--- config.mk ---
export PLATFORM = sky130hd
export DESIGN_NAME = fer_entry_asm
export DESIGN_NICKNAME = d
export VERILOG_FILES = /design/src/fer_pkg.sv /design/src/fer_entry_asm.sv
export SDC_FILE = /design/constraint.sdc
export NUM_CORES = 1
export LEC_CHECK = 0
export ABC_CLOCK_PERIOD_IN_PS = 1650
export CAP_MARGIN = 20
export CORE_MARGIN = 2
export CORE_UTILIZATION = 46
export CTS_CLUSTER_SIZE = 10
export DETAILED_ROUTE_END_ITERATION = 16
export DONT_BUFFER_PORTS = 1
export MAX_ROUTING_LAYER = met4
export PLACE_DENSITY = 0.57
export SYNTH_ARGS = -nofsm -noshare
export SYNTH_HDL_FRONTEND = slang
export SYNTH_SLANG_ARGS = --single-unit
export TNS_END_PERCENT = 1
--- constraint.sdc ---
create_clock -name clk -period 1.65 [get_ports clk]
set_input_delay 0 -clock clk [delete_from_list [all_inputs] [get_ports clk]]
set_output_delay 0 -clock clk [all_outputs]
set_load 0.02 [all_outputs]
--- src/fer_pkg.sv ---
// Shared types and constants for the FAT entry reader.
`default_nettype none
package fer_pkg;

  localparam int SECTOR_BYTES = 512;
  localparam int ADDR_W       = $clog2(SECTOR_BYTES);
  localparam int FILL_W       = $clog2(SECTOR_BYTES + 1);

  localparam logic [1:0] OP_LOOKUP     = 2'd0;
  localparam logic [1:0] OP_BYTE       = 2'd1;
  localparam logic [1:0] OP_FAIL       = 2'd2;
  localparam logic [1:0] OP_INVALIDATE = 2'd3;

  localparam logic [1:0] KIND_FAT12 = 2'd0;
  localparam logic [1:0] KIND_FAT16 = 2'd1;
  localparam logic [1:0] KIND_FAT32 = 2'd2;

  localparam logic OUT_REQUEST = 1'b0;
  localparam logic OUT_ANSWER  = 1'b1;

  localparam logic [2:0] CFG_FAT_KIND     = 3'd0;
  localparam logic [2:0] CFG_FAT_START    = 3'd1;
  localparam logic [2:0] CFG_DATA_START   = 3'd2;
  localparam logic [2:0] CFG_SEC_PER_CLUS = 3'd3;
  localparam logic [2:0] CFG_ENTRY_COUNT  = 3'd4;

  localparam logic [27:0] BAD_FAT12 = 28'h0000FF7;
  localparam logic [27:0] BAD_FAT16 = 28'h000FFF7;
  localparam logic [27:0] BAD_FAT32 = 28'hFFFFFF7;
  localparam logic [27:0] EOC_FAT12 = 28'h0000FF8;
  localparam logic [27:0] EOC_FAT16 = 28'h000FFF8;
  localparam logic [27:0] EOC_FAT32 = 28'hFFFFFF8;

  typedef enum logic [2:0] {
    ST_IDLE,
    ST_WAIT,
    ST_CHECK,
    ST_DECIDE,
    ST_READ,
    ST_FIN,
    ST_ANS
  } state_t;

  typedef enum logic [1:0] {
    MODE_LOOKUP,
    MODE_SPLIT,
    MODE_FAIL
  } mode_t;

  typedef struct packed {
    logic       clear;
    logic       load;
    logic [1:0] lane;
    logic [1:0] kind;
    logic       odd;
  } asm_ctl_t;

endpackage
`default_nettype wire

--- src/fer_entry_asm.sv ---
// Gathers entry bytes, one per cycle while ctl.load is set, and decodes the entry value and flags.
`default_nettype none
module fer_entry_asm import fer_pkg::*; (
  input  wire logic     clk,
  input  wire asm_ctl_t ctl,
  input  wire logic [7:0] byte_in,
  output logic [27:0]   value,
  output logic          is_bad,
  output logic          is_eoc
);

  logic [31:0] acc_r;
  logic [7:0]  b0;
  logic [7:0]  b1;

  always_ff @(posedge clk) begin
    if (ctl.clear) begin
      acc_r <= '0;
    end else if (ctl.load) begin
      acc_r[ctl.lane*8 +: 8] <= byte_in;
    end
  end

  assign b0 = acc_r[7:0];
  assign b1 = acc_r[15:8];

  always_comb begin
    value  = '0;
    is_bad = 1'b0;
    is_eoc = 1'b0;
    unique case (ctl.kind)
      KIND_FAT12: begin
        value  = ctl.odd ? {16'd0, b1, b0[7:4]} : {16'd0, b1[3:0], b0};
        is_bad = (value == BAD_FAT12);
        is_eoc = (value >= EOC_FAT12);
      end
      KIND_FAT16: begin
        value  = {12'd0, acc_r[15:0]};
        is_bad = (value == BAD_FAT16);
        is_eoc = (value >= EOC_FAT16);
      end
      KIND_FAT32: begin
        value  = acc_r[27:0];
        is_bad = (value == BAD_FAT32);
        is_eoc = (value >= EOC_FAT32);
      end
      default: begin
        value = '0;
      end
    endcase
  end

endmodule
`default_nettype wire

==> results.yml <==
worst_setup_path:
  endpoint_kind: "primary output"
  r2r_start: "acc_r[7]"
  reg2reg_depth: 3
  crit_type: "reg -> out"
  path_max_fanout: 4
  worstPathArrival_ns: 1.63
  rrSetupSlack_ns: 0.34
  cp-start-kind: "flop"
  r2r_end: "acc_r[7]"
  crit_required_ns: 1.65
floorplan:
  die_x_um: 62.6
  initial_core_util_pct: 47.7
  ios: 46
  coreArea_mm2: 0.00331
  die_y_um: 62.6
  die_area_mm2: 0.00392
  rows: 21
min_path:
  whs_path_depth: 3
  hold_end: "acc_r[26]"
  min-delay-start: "ctl[5]"
  hold_class: "in -> reg"
drt:
  wl_per_cell_um: 16.5
  routed_via_density: 5.88
  finalWirelength_um: 4420
  first_iter_violations: 140
  drc: 0
  drt_pass1_iterations: 4
  ant_nets: 0
  num_vias: 1576
cts:
  insertion_delay_ns: 0.32
  clk_path_buf_depth: 2
  numCtsBuffers: 3
  cts_root_buf: "clkbuf_4"
  cts_max_level: 1
  clock_sinks: 28
  cts.clk_slew.worst_paths_ns: 0.15
  cts_tree: "done"
finish:
  diodes: 0
  layout.cells.non_filler: 268
  drive_above_1_share_pct: 16.2
  final_core_util_pct: 59.0
  final_cell_mix: "a22oi_1, nor2_1, dfxtp_1"
  largest_reg_flops: 28
  final_nets: 244
  top_regs: "acc_r: 28 flops"
  regMostFlops: "acc_r"
  stdcell_area_mm2: 0.00195
  area_delta_synth_final_pct: 23.6
  layout_commonest_cell: "a22oi_1"
  nFillCells: 325
logic_synthesis:
  synth-seq-cells: 28
  synth.avg_cell_area_um2: 8.06
  ys_types: 29
  ys_seq_area_share_pct: 35.5
  netlist_instances: 196
  netlist_area_mm2: 0.00158
  yosys_warnings: 0
  synth_nets: 217
placed_design:
  place_inst: 246
  place_ws_ns: 0.348
  hpwl_um: 3250
  placed_area_mm2: 0.00169
  gp_congestion: 0.865
  portBuffers: 0
pwr:
  vdd_drop_max_v: 0.000414
  leakagePower_nw: 0.731
  p_per_area_mw_per_mm2: 649
timing:
  period_minus_slack_ns: 1.63
  worst_slew_pin_slew_ns: 0.977
  setup_violations: 0
  rsz0062_at_grt: "true"
  post-route-period-util_pct: 99.0
  final-hold-violation-count: 0
  fin_tns_setup_ns: 0
  fin_ws_ns: 0.0169
  slew_headroom_pct: 34.9
  final.setup_skew_ns: 0
  maxSlewViolCount: 0
  maxClockFrequency_mhz: 612
global_routing:
  grt_max_degree: 29
  grt_pass1_vias: 1492
  grt_pass1_wl_um: 7270
  overflow: 0
  grt_usage_pct: 23.6
  grt_antenna_before_repair: 0
flow_run:
  drv_cap: 0
run_status:
  run_status: "finished clean"
[how the worst max path moves through the flow]
stage,startpoint,end,slack [ns]
after floorplan,acc_r[11],is_bad,0.38
after global placement,acc_r[9],is_eoc,0.32
after detailed placement,acc_r[8],is_eoc,0.35
after CTS,acc_r[15],is_bad,-0.02
after global routing,acc_r[12],is_bad,-0.06
final,acc_r[12],is_bad,0.02
[through the flow]
step | hold WS (ns) | power [mW]
2_1_floorplan | 0.148 | 0.789
5_1_grt | 0.0538 | 1.32
6_report | 0.0222 | 1.27
3_3_place_gp | 0.0739 | 0.789
3_5_place_dp | 0.0759 | 0.791
4_1_cts | 0.0229 | 1.27
[cell families after synthesis]
logic type      after synthesis  share of synthesized area, %
simple gates                 93                          31.3
compound gates               54                          23.9
flops                        28                          35.5
mux                           2                          1.27
buf+inv                      13                          3.49
xor+xnor                      1                         0.555
fa+ha+maj                     5                          3.96
[metal layers]
layer,vias to the layer above,GRT usage [%],part of all wire (%)
li1,769,-,-
met1,749,27.2,42
met2,49,42.1,52
met3,9,3.24,4.9
met4,0,8.06,1.7
met5,-,-,0
[cell usage after synthesis]
| cell type | count | area (um2) |
|---|---|---|
| nor4b_4 | 1 | 23.8 |
| nand4b_1 | 1 | 8.76 |
| and4_2 | 1 | 10.0 |
| and2_1 | 16 | 100 |
| nor2_1 | 32 | 120 |
| mux2i_1 | 2 | 20.0 |
| buf_2 | 2 | 10.0 |
| nand3_1 | 3 | 15.0 |
| clkbuf_1 | 6 | 22.5 |
| nand4_1 | 9 | 56.3 |
| o21ai_0 | 12 | 60.1 |
| nor2b_1 | 5 | 31.3 |
| and4_1 | 1 | 8.76 |
| nand2_1 | 15 | 56.3 |
| dfxtp_1 | 28 | 561 |
| and4b_2 | 1 | 11.3 |
| o31ai_1 | 1 | 7.51 |
| inv_1 | 4 | 15.0 |
| and2b_1 | 2 | 15.0 |
| a22oi_1 | 38 | 285 |
| ha_1 | 5 | 62.6 |
| a22o_1 | 1 | 8.76 |
| a21oi_2 | 1 | 8.76 |
| nand2_4 | 1 | 11.3 |
| a21o_1 | 1 | 7.51 |
| nor4_1 | 1 | 6.26 |
| buf_4 | 1 | 7.51 |
| xor2_1 | 1 | 8.76 |
| nor3_1 | 4 | 20.0 |
[layout make-up]
class	count	area [um2]	area share (%)
clock buffers	3	22.5	1.15
clock inverters	1	30.0	1.54
inverters	4	15.0	0.769
multi-input cells	155	980	50.2
flip-flops and latches	28	572	29.3
well taps	46	57.6	2.95
repair buffers	31	275	14.1
[worst max-delay path, cell delays in order (launching register included)]
cell     delay [ns]
dfxtp_1        0.42
nand4_1        0.20
nor3_1         0.24
nand4_1        0.11
o21ai_0        0.18
buf_4          0.17
[timing repair]
action	4_1_cts	5_1_grt
hold buffers	16	0
pin swaps	0	1
endpoints found under the setup margin	2	7
buffers inserted	0	2
endpoints found under the hold margin	28	0
gates resized for setup	4	9
[report_power, final]
| part | total [mW] | switching (mW) | internal, mW |
|---|---|---|---|
| clock | 0.451 | 0.205 | 0.246 |
| combinational | 0.127 | 0.0789 | 0.0483 |
| sequential | 0.689 | 0.00612 | 0.683 |
Power figures use the tool's default switching activity.
